**config.mk**
```make
export PLATFORM = sky130hd
export DESIGN_NAME = sector_bitmap_allocator
export DESIGN_NICKNAME = d
export VERILOG_FILES = /design/src/sba_pkg.sv /design/src/sba_free_map.sv /design/src/sba_update.sv /design/src/sba_total.sv /design/src/sector_bitmap_allocator.sv
export SDC_FILE = /design/constraint.sdc
export NUM_CORES = 1
export LEC_CHECK = 0
export ABC_AREA = 1
export BUFFER_PORTS_ARGS = -buffer_cell sky130_fd_sc_hd__buf_2
export CORE_AREA = 3 3 276 278
export CTS_CLUSTER_SIZE = 12
export DETAILED_ROUTE_END_ITERATION = 7
export DIE_AREA = 0 0 279 281
export PLACE_DENSITY_LB_ADDON = 0.08
export SLEW_MARGIN = 20
export SYNTH_ARGS = -nofsm -noshare
export SYNTH_HDL_FRONTEND = slang
export SYNTH_SLANG_ARGS = --single-unit
```
**constraint.sdc**
```tcl
create_clock -name i_clk -period 9.15 [get_ports i_clk]
set_clock_uncertainty 0.05 [all_clocks]
set_input_delay 0 -clock i_clk [delete_from_list [all_inputs] [get_ports i_clk]]
set_output_delay 0 -clock i_clk [all_outputs]
set_load 0.005 [all_outputs]
```
**src/sba_pkg.sv**
```systemverilog
// Shared types, constants and helper functions of the sector bitmap allocator.
package sba_pkg;

    localparam int TRACK_SLOTS = 42;
    localparam int MAX_SECTORS = 21;
    localparam int DIR_TRACK   = 18;

    localparam int CMD_W   = 2;
    localparam int TRK_W   = 6;
    localparam int SEC_W   = 5;
    localparam int CNT_W   = 5;
    localparam int TOTAL_W = 10;
    localparam int ADDR_W  = $clog2(TRACK_SLOTS);

    localparam int DATA_W      = 32;
    localparam int PADDR_W     = 3;
    localparam int REG_IDX_LSB = 2;

    localparam logic [PADDR_W-REG_IDX_LSB-1:0] REG_TRACK_COUNT = '0;
    localparam logic [TRK_W-1:0] TRACK_COUNT_RST = TRK_W'(35);

    // Zone boundaries (last track of each zone) and the sectors per track in each zone.
    localparam int ZONE1_LAST    = 17;
    localparam int ZONE2_LAST    = 24;
    localparam int ZONE3_LAST    = 30;
    localparam int ZONE1_SECTORS = 21;
    localparam int ZONE2_SECTORS = 19;
    localparam int ZONE3_SECTORS = 18;
    localparam int ZONE4_SECTORS = 17;

    typedef enum logic [CMD_W-1:0] {
        CMD_QUERY   = 2'd0,
        CMD_ALLOC   = 2'd1,
        CMD_RELEASE = 2'd2
    } t_cmd;

    typedef enum logic [1:0] {
        STAT_OK      = 2'd0,
        STAT_INVALID = 2'd1,
        STAT_TAKEN   = 2'd2
    } t_status;

    typedef enum logic {
        SW_SWEEP = 1'b0,
        SW_RUN   = 1'b1
    } t_sweep_state;

    typedef logic [MAX_SECTORS-1:0] t_row;

    typedef struct packed {
        logic [CMD_W-1:0] command;
        logic [TRK_W-1:0] track;
        logic [SEC_W-1:0] sector;
    } t_in_item;

    typedef struct packed {
        t_status            status;
        logic               sector_free;
        logic [CNT_W-1:0]   track_free_count;
        logic [TOTAL_W-1:0] free_total;
    } t_out_item;

    typedef struct packed {
        logic              en;
        logic [ADDR_W-1:0] addr;
    } t_map_rd_req;

    typedef struct packed {
        logic              en;
        logic [ADDR_W-1:0] addr;
        t_row              row;
    } t_map_wr;

    typedef struct packed {
        logic inc;
        logic dec;
    } t_total_upd;

    function automatic logic [CNT_W-1:0] sectors_on(input logic [TRK_W-1:0] trk);
        logic [CNT_W-1:0] n;
        if (trk <= TRK_W'(ZONE1_LAST)) begin
            n = CNT_W'(ZONE1_SECTORS);
        end else if (trk <= TRK_W'(ZONE2_LAST)) begin
            n = CNT_W'(ZONE2_SECTORS);
        end else if (trk <= TRK_W'(ZONE3_LAST)) begin
            n = CNT_W'(ZONE3_SECTORS);
        end else begin
            n = CNT_W'(ZONE4_SECTORS);
        end
        if (n > CNT_W'(MAX_SECTORS)) begin
            n = CNT_W'(MAX_SECTORS);
        end
        return n;
    endfunction

    function automatic t_row reset_row(input logic [TRK_W-1:0] trk);
        logic [CNT_W-1:0] n;
        t_row             row;
        n = sectors_on(trk);
        for (int i = 0; i < MAX_SECTORS; i++) begin
            row[i] = (CNT_W'(i) < n);
        end
        return row;
    endfunction

    function automatic logic [CNT_W-1:0] popcount(input t_row row);
        logic [CNT_W-1:0] c;
        c = '0;
        for (int i = 0; i < MAX_SECTORS; i++) begin
            c = c + CNT_W'(row[i]);
        end
        return c;
    endfunction

    function automatic logic [TRK_W-1:0] tracks_in_use(input logic [TRK_W-1:0] tc);
        return (tc > TRK_W'(TRACK_SLOTS)) ? TRK_W'(TRACK_SLOTS) : tc;
    endfunction

endpackage

```
**src/sba_free_map.sv**
```systemverilog
// Free-sector bitmap memory with registered read, written-entry flags and write forwarding.
module sba_free_map import sba_pkg::*; (
    input  logic        i_clk,
    input  logic        i_rst_n,
    input  t_map_rd_req i_rd,
    input  t_map_wr     i_wr,
    output t_row        o_row
);

    t_row              r_mem [TRACK_SLOTS];
    logic [TRACK_SLOTS-1:0] r_written;
    t_row              r_rd_row;
    t_row              r_fwd_row;
    logic              r_vld;
    logic              r_fwd;
    logic [ADDR_W-1:0] r_addr;

    always_ff @(posedge i_clk) begin
        if (i_wr.en) begin
            r_mem[i_wr.addr] <= i_wr.row;
        end
        if (i_rd.en) begin
            r_rd_row  <= r_mem[i_rd.addr];
            r_addr    <= i_rd.addr;
            r_vld     <= r_written[i_rd.addr];
            // When the same entry is written at this edge, the written row is forwarded in place of the old one.
            r_fwd     <= i_wr.en && (i_wr.addr == i_rd.addr);
            r_fwd_row <= i_wr.row;
        end
    end

    always_ff @(posedge i_clk) begin
        if (!i_rst_n) begin
            r_written <= '0;
        end else if (i_wr.en) begin
            r_written[i_wr.addr] <= 1'b1;
        end
    end

    // An entry never written still holds its reset pattern: every sector of the track free.
    always_comb begin
        if (r_fwd) begin
            o_row = r_fwd_row;
        end else if (r_vld) begin
            o_row = r_rd_row;
        end else begin
            o_row = reset_row(TRK_W'(r_addr) + TRK_W'(1));
        end
    end

endmodule

```
**src/sba_update.sv**
```systemverilog
// Per-request bitmap update: status, new row, sector and track free state.
module sba_update import sba_pkg::*; (
    input  logic               i_item,
    input  logic [CMD_W-1:0]   i_cmd,
    input  logic [TRK_W-1:0]   i_trk,
    input  logic [SEC_W-1:0]   i_sec,
    input  logic               i_addr_ok,
    input  t_row               i_row,
    output t_map_wr            o_wr,
    output t_total_upd         o_upd,
    output t_status            o_status,
    output logic               o_sector_free,
    output logic [CNT_W-1:0]   o_track_free_count
);

    t_row bit_sel;
    t_row new_row;
    logic is_free;
    logic do_alloc;
    logic do_rel;
    logic not_dir;

    always_comb begin
        bit_sel  = t_row'(1) << i_sec;
        is_free  = |(i_row & bit_sel);
        do_alloc = i_item && i_addr_ok && (i_cmd == CMD_ALLOC) && is_free;
        do_rel   = i_item && i_addr_ok && (i_cmd == CMD_RELEASE) && !is_free;
        not_dir  = (i_trk != TRK_W'(DIR_TRACK));

        new_row = i_row;
        if (do_alloc) begin
            new_row = i_row & ~bit_sel;
        end else if (do_rel) begin
            new_row = i_row | bit_sel;
        end

        if (!i_addr_ok) begin
            o_status = STAT_INVALID;
        end else if ((i_cmd == CMD_ALLOC) && !is_free) begin
            o_status = STAT_TAKEN;
        end else begin
            o_status = STAT_OK;
        end

        o_sector_free      = i_addr_ok && |(new_row & bit_sel);
        o_track_free_count = i_addr_ok ? popcount(new_row) : '0;

        o_wr.en   = do_alloc || do_rel;
        o_wr.addr = ADDR_W'(i_trk - TRK_W'(1));
        o_wr.row  = new_row;

        // The directory track never counts toward the disk total.
        o_upd.inc = do_rel && not_dir;
        o_upd.dec = do_alloc && not_dir;
    end

endmodule

```
**src/sba_total.sv**
```systemverilog
// Disk free total register and the rebuild sweep that recomputes it from the bitmap.
module sba_total import sba_pkg::*; (
    input  logic               i_clk,
    input  logic               i_rst_n,
    input  logic               i_cfg_wr,
    input  logic [TRK_W-1:0]   i_tracks,
    input  t_row               i_row,
    input  t_total_upd         i_upd,
    output t_map_rd_req        o_rd,
    output logic               o_busy,
    output logic [TOTAL_W-1:0] o_total_next
);

    t_sweep_state       r_state;
    t_sweep_state       n_state;
    logic [ADDR_W-1:0]  r_cnt;
    logic [ADDR_W-1:0]  n_cnt;
    logic               r_pend;
    logic [TRK_W-1:0]   r_pend_trk;
    logic [TOTAL_W-1:0] r_total;
    logic [TOTAL_W-1:0] n_total;
    logic               sweeping;
    logic               add_row;

    always_comb begin
        n_state = r_state;
        case (r_state)
            SW_SWEEP: begin
                if (r_cnt == ADDR_W'(TRACK_SLOTS - 1)) begin
                    n_state = SW_RUN;
                end
            end
            SW_RUN: begin
                n_state = SW_RUN;
            end
            default: begin
                n_state = SW_SWEEP;
            end
        endcase
        // A new track count restarts the rebuild from the first track.
        if (i_cfg_wr) begin
            n_state = SW_SWEEP;
        end
    end

    always_comb begin
        sweeping  = (r_state == SW_SWEEP);
        o_rd.en   = sweeping;
        o_rd.addr = r_cnt;
        o_busy    = sweeping || r_pend;
    end

    always_comb begin
        n_cnt   = (sweeping && !i_cfg_wr) ? r_cnt + ADDR_W'(1) : '0;
        add_row = r_pend && (r_pend_trk <= i_tracks) && (r_pend_trk != TRK_W'(DIR_TRACK));
        if (i_cfg_wr) begin
            n_total = '0;
        end else if (add_row) begin
            n_total = r_total + TOTAL_W'(popcount(i_row));
        end else if (i_upd.inc) begin
            n_total = r_total + TOTAL_W'(1);
        end else if (i_upd.dec) begin
            n_total = r_total - TOTAL_W'(1);
        end else begin
            n_total = r_total;
        end
        o_total_next = n_total;
    end

    always_ff @(posedge i_clk) begin
        if (!i_rst_n) begin
            r_state <= SW_SWEEP;
            r_cnt   <= '0;
            r_pend  <= 1'b0;
            r_total <= '0;
        end else begin
            r_state <= n_state;
            r_cnt   <= n_cnt;
            r_pend  <= sweeping && !i_cfg_wr;
            r_total <= n_total;
        end
    end

    always_ff @(posedge i_clk) begin
        r_pend_trk <= TRK_W'(r_cnt) + TRK_W'(1);
    end

endmodule

```
**src/sector_bitmap_allocator.sv**
```systemverilog
// Sector bitmap allocator top level: command port, register port and request pipeline.
//
// Each request (query, allocate or release of one track and sector) passes from its transfer at
// start through the request and result registers to its one-cycle o_valid strobe, and a new
// request is taken every cycle unless busy is high. The bitmap lives in a 42-entry memory with
// a registered read; a write of the previous request to the same track is forwarded into the
// read. The receiver cannot stall, so every result must be taken in the cycle that o_valid is
// high. After reset and after every write of track_count, busy stays high while a sweep reads
// all 42 tracks and rebuilds the disk free total; register writes are still taken during it.
module sector_bitmap_allocator import sba_pkg::*; (
    input  logic               i_clk,
    input  logic               i_rst_n,
    input  logic               start,
    output logic               busy,
    input  t_in_item           i_item,
    output logic               o_valid,
    output t_out_item          o_result,
    input  logic               psel,
    input  logic               penable,
    input  logic               pwrite,
    input  logic [PADDR_W-1:0] paddr,
    input  logic [DATA_W-1:0]  pwdata,
    output logic [DATA_W-1:0]  prdata,
    output logic               pready
);

    logic [TRK_W-1:0] r_track_count;
    logic [TRK_W-1:0] tracks_eff;
    logic             reg_sel;
    logic             cfg_wr;
    logic             accept;
    logic             addr_ok;
    logic             sweep_busy;
    t_map_rd_req      sweep_rd;
    t_map_rd_req      map_rd;
    t_map_wr          map_wr;
    t_row             map_row;
    t_total_upd       total_upd;
    logic [TOTAL_W-1:0] total_next;

    logic             r_b_item;
    logic [CMD_W-1:0] r_b_cmd;
    logic [TRK_W-1:0] r_b_trk;
    logic [SEC_W-1:0] r_b_sec;
    logic             r_b_ok;

    t_status          upd_status;
    logic             upd_sector_free;
    logic [CNT_W-1:0] upd_count;

    logic             r_out_valid;
    t_out_item        r_out;

    // Register port
    assign reg_sel = (paddr[PADDR_W-1:REG_IDX_LSB] == REG_TRACK_COUNT);
    assign cfg_wr  = psel && penable && pwrite && pready && reg_sel;
    assign pready  = 1'b1;
    assign prdata  = reg_sel ? {{(DATA_W-TRK_W){1'b0}}, r_track_count} : '0;

    always_ff @(posedge i_clk) begin
        if (!i_rst_n) begin
            r_track_count <= TRACK_COUNT_RST;
        end else if (cfg_wr) begin
            r_track_count <= pwdata[TRK_W-1:0];
        end
    end

    assign tracks_eff = tracks_in_use(r_track_count);

    // Request transfer and address check
    assign busy   = !i_rst_n || sweep_busy;
    assign accept = start && !busy;

    always_comb begin
        addr_ok = (i_item.track != '0) && (i_item.track <= tracks_eff) &&
                  (i_item.sector < sectors_on(i_item.track));
        if (accept) begin
            map_rd.en   = 1'b1;
            map_rd.addr = addr_ok ? ADDR_W'(i_item.track - TRK_W'(1)) : '0;
        end else begin
            map_rd = sweep_rd;
        end
    end

    always_ff @(posedge i_clk) begin
        if (!i_rst_n) begin
            r_b_item <= 1'b0;
        end else begin
            r_b_item <= accept;
        end
    end

    always_ff @(posedge i_clk) begin
        if (accept) begin
            r_b_cmd <= i_item.command;
            r_b_trk <= i_item.track;
            r_b_sec <= i_item.sector;
            r_b_ok  <= addr_ok;
        end
    end

    sba_free_map u_map (
        .i_clk   (i_clk),
        .i_rst_n (i_rst_n),
        .i_rd    (map_rd),
        .i_wr    (map_wr),
        .o_row   (map_row)
    );

    sba_update u_update (
        .i_item             (r_b_item),
        .i_cmd              (r_b_cmd),
        .i_trk              (r_b_trk),
        .i_sec              (r_b_sec),
        .i_addr_ok          (r_b_ok),
        .i_row              (map_row),
        .o_wr               (map_wr),
        .o_upd              (total_upd),
        .o_status           (upd_status),
        .o_sector_free      (upd_sector_free),
        .o_track_free_count (upd_count)
    );

    sba_total u_total (
        .i_clk        (i_clk),
        .i_rst_n      (i_rst_n),
        .i_cfg_wr     (cfg_wr),
        .i_tracks     (tracks_eff),
        .i_row        (map_row),
        .i_upd        (total_upd),
        .o_rd         (sweep_rd),
        .o_busy       (sweep_busy),
        .o_total_next (total_next)
    );

    // Result register
    always_ff @(posedge i_clk) begin
        if (!i_rst_n) begin
            r_out_valid <= 1'b0;
        end else begin
            r_out_valid <= r_b_item;
        end
    end

    always_ff @(posedge i_clk) begin
        if (r_b_item) begin
            r_out.status           <= upd_status;
            r_out.sector_free      <= upd_sector_free;
            r_out.track_free_count <= upd_count;
            r_out.free_total       <= total_next;
        end
    end

    assign o_valid  = r_out_valid;
    assign o_result = r_out;

endmodule

```
==> impl_metrics.csv <==
group,metric,value,unit
yosys,synth_adder_area_share,2.48,%
clock_tree,cts.path.max_buffers,3,
yosys,avgSynthCellArea,10.8,µm²
sta,setup_viol,0,
status,status,"completed",
critical_path,cp_top_family,"adder cells",
clock_tree,cts_tree,"built",
yosys,syn-cell-area,0.0465,mm²
floorplan,pin_count,107,
placed_design,io_buffer_count,51,
global_routing,grt_max_degree,177,
route,first_pass_iters,6,
hold_path,min_path_type,"input pin to flop",
global_routing,grt_overflow,0,
floorplan,die_area,0.0784,mm²
pwr,switchingPower,0.00352,W
yosys,yosysSeqAreaShare,65.4,%
placed_design,gp_congestion,0.954,
route,routed-via-count,31700,
pwr,p_int,0.00854,W
critical_path,path_class,"flop to flop",
clock_tree,ctsResizeCount,0,
route,drt-total-wl,122000,µm
yosys,synthTopCellsByArea,"edfxtp_1 62%, nand2_1 8.7%, nand3_1 5.5%",
yosys,synth_top_area_share,62.2,%
final_layout,n_antenna_cell,0,
yosys,yosys.area_share.simple,18.5,%
global_routing,grt_pass1_wl,182000,µm
floorplan,fp.dieW,279,µm
final_layout,fin_util,68.9,%
yosys,async_flop_share,0,%
yosys,synth-compound-area-share,6.10,%
critical_path,cp_max_fo,22,
critical_path,cpPeakStageDelay,570,ps
yosys,synthFlopType,"edfxtp_1",
clock_tree,cts_made_buffers,105,
final_layout,multi_input_area,0.0131,mm²
clock_tree,cts_setup_buffers,0,
critical_path,startpoint_type,"flop",
clock_tree,root_buffer,"clkbuf_16",
pwr,pwr-share-clk,33.4,%
sta,worst_slew_pin_slew,1010,ps
placed_design,dpl.cell_count,5206,
sta,maxSlewViolCount,0,
clock_tree,cts.sinks,1038,
global_routing,grt_pass1_vias,29600,
yosys,ys.warnings.count,0,
final_layout,area_growth,9.94,%
critical_path,cpMostUsedCell,"fa_1",
yosys,yosysMostFrequentCell,"nand2_1",
route,viasPerCell,5.85,
sta,rsz0062_at_grt,"false",
pwr,p_sw_share,29.2,%
pwr,leakage,19.4,nW
yosys,synth_top_family_by_area,"simple AND/OR/NAND/NOR gates",
pwr,combPwrFrac,21.6,%
sta,hold_viol,0,
critical_path,cp.arrival,7610,ps
final_layout,stdcell_area,0.0512,mm²
run,cap_violations,0,
floorplan,core,0.0742,mm²
clock_tree,cts_htree_levels,3,
final_layout,final_layout_size_suffix_gt1_share,8.93,%
floorplan,die-height,281,µm
clock_tree,clk_latency,690,ps
yosys,yosys_register_bits,1038,
critical_path,path_buf_inv,6,
route,drt_iter0_drc,3476,
yosys,synth_mux_area_share,0,%
yosys,syn_inst,4324,
floorplan,initial_core_util,62.7,%
sta,period_share,79.2,%
yosys,synth_edf_count,964,
sta,max_freq,0.138,GHz
floorplan,std_cell_rows,100,
critical_path,crit_required,9520,ps
critical_path,endpoint_kind,"flop",
sta,period_needed,7240,ps
final_layout,fillers,5466,
route,drc,0,
placed_design,placed_area,0.0476,mm²
final_layout,fin_cells,5426,
final_layout,register_area,0.0304,mm²
clock_tree,clk_pin_slew_worst_paths,70,ps
placed_design,place_hpwl,68600,µm
sta,maxSlewHeadroom,32.2,%
pwr,max-vdd-ir-drop,0.000213,V
critical_path,cp_slowest_cell,"edfxtp_1",
sta,fin_tns_setup,0,ps
pwr,power_frac_seq,45.1,%
final_layout,finalNetCount,4506,
yosys,yosys.area.top_type,"edfxtp_1",
pwr,powerDensity,236,mW/mm²
global_routing,antenna_found_initial,2,
yosys,ys_types,58,
global_routing,grt_usage,31.1,%
yosys,synth_xor_area_share,0.471,%
route,ant_nets,0,
yosys,synth_common_cells,"1083 x nand2_1, 964 x edfxtp_1, 507 x nand3_1",
route,wl_per_cell,22.5,µm
per-layer routing:
layer / track usage [%] / share of wire [%]
met1: 43.9 / 41
met2: 50.3 / 47
met3: 4.71 / 8.4
met4: 10.2 / 3.3
met5: 0 / 0
power groups by stage:
stage | sequential (W) | combinational (W) | clock, W
2_1_floorplan | 0.00552 | 0.00186 | 0
3_3_place_gp | 0.00553 | 0.00254 | 0
3_5_place_dp | 0.00553 | 0.00260 | 0
4_1_cts | 0.00543 | 0.00262 | 0.00406
5_1_grt | 0.00544 | 0.00295 | 0.00425
6_report | 0.00543 | 0.00260 | 0.00402
worst paths after layout:
kind / from / endpoint / slack [ps] / cells past startpoint
setup / recovery: u_map.r_fwd$_DFFE_PP_ / o_result[8]$_DFFE_PP_ / 1910 / 28
hold / removal: i_item[4] / r_b_sec[4]$_DFFE_PP_ / 50 / 2
setup reg to reg: u_map.r_fwd$_DFFE_PP_ / o_result[8]$_DFFE_PP_ / 1910 / 28
hold reg to reg: u_map.r_written[15]$_SDFFE_PN0N_ / u_map.r_written[15]$_SDFFE_PN0N_ / 420 / 2
cells by family after synthesis:
kind of cell	count (synthesis)
simple gates	2008
flops	1038
buf+inv	749
compound gates	427
fa+ha+maj	75
xor+xnor	25
other cells	2
state kept, by name, indices dropped and copies added (netlist names), 2 cells and up:
| name | flops |
|---|---|
| u_total.r_cnt | 6 |
| u_total.r_total | 10 |
| u_map.r_rd_row | 21 |
| u_map.r_mem | 882 |
| r_b_trk | 6 |
| r_b_sec | 5 |
| u_map.r_addr | 6 |
| u_total.r_pend_trk | 6 |
| r_b_cmd | 2 |
| r_track_count | 6 |
| u_map.r_fwd_row | 21 |
| u_map.r_written | 42 |
| o_result | 18 |
layout by cell type (no fill, tap or decap), types with 6 or more instances in the layout:
cell type / count
or2_2: 26
dlygate4sd3_1: 33
o21bai_1: 16
buf_4: 78
nor2_1: 250
o21ai_1: 25
clkinv_1: 9
nand2_1: 1082
edfxtp_1: 964
or2_1: 6
clkbuf_1: 45
o21ai_0: 81
clkbuf_16: 106
nand3_1: 507
ha_1: 46
inv_1: 479
conb_1: 27
nor3_1: 25
xor2_1: 22
a22oi_2: 8
nand4_1: 26
nand3b_1: 17
o211ai_1: 217
clkinv_2: 9
nor2_2: 40
a21oi_1: 51
o22ai_1: 8
inv_2: 21
dfxtp_1: 74
nor2_4: 9
clkbuf_8: 9
buf_2: 51
fa_1: 29
metrics by stage:
stage | worst slack (ps) | power [W] | hold slack [ps]
floorplan | 1880 | 0.00738 | -18.9
global placement | 1970 | 0.00807 | 128
detailed placement | 1940 | 0.00813 | 134
CTS | 1900 | 0.0121 | 5.14
global route | 1410 | 0.0126 | 19.8
finish | 1910 | 0.0121 | 47.3
final cells by class:
| class | instances | area share (%) |
|---|---|---|
| sequential | 1038 | 59.5 |
| multi-input combinational | 2562 | 25.6 |
| clock buffer | 160 | 5.76 |
| inverter | 503 | 3.72 |
| timing repair buffer | 167 | 2.49 |
| tap | 969 | 2.37 |
| clock inverter | 27 | 0.577 |
repair_timing:
| item | CTS | global route |
|---|---|---|
| endpoints found under the setup margin | 0 | 0 |
| hold buffers | 33 | 0 |
| hold endpoints to repair | 54 | 0 |
Note: power is estimated with default switching activity, not from simulation.
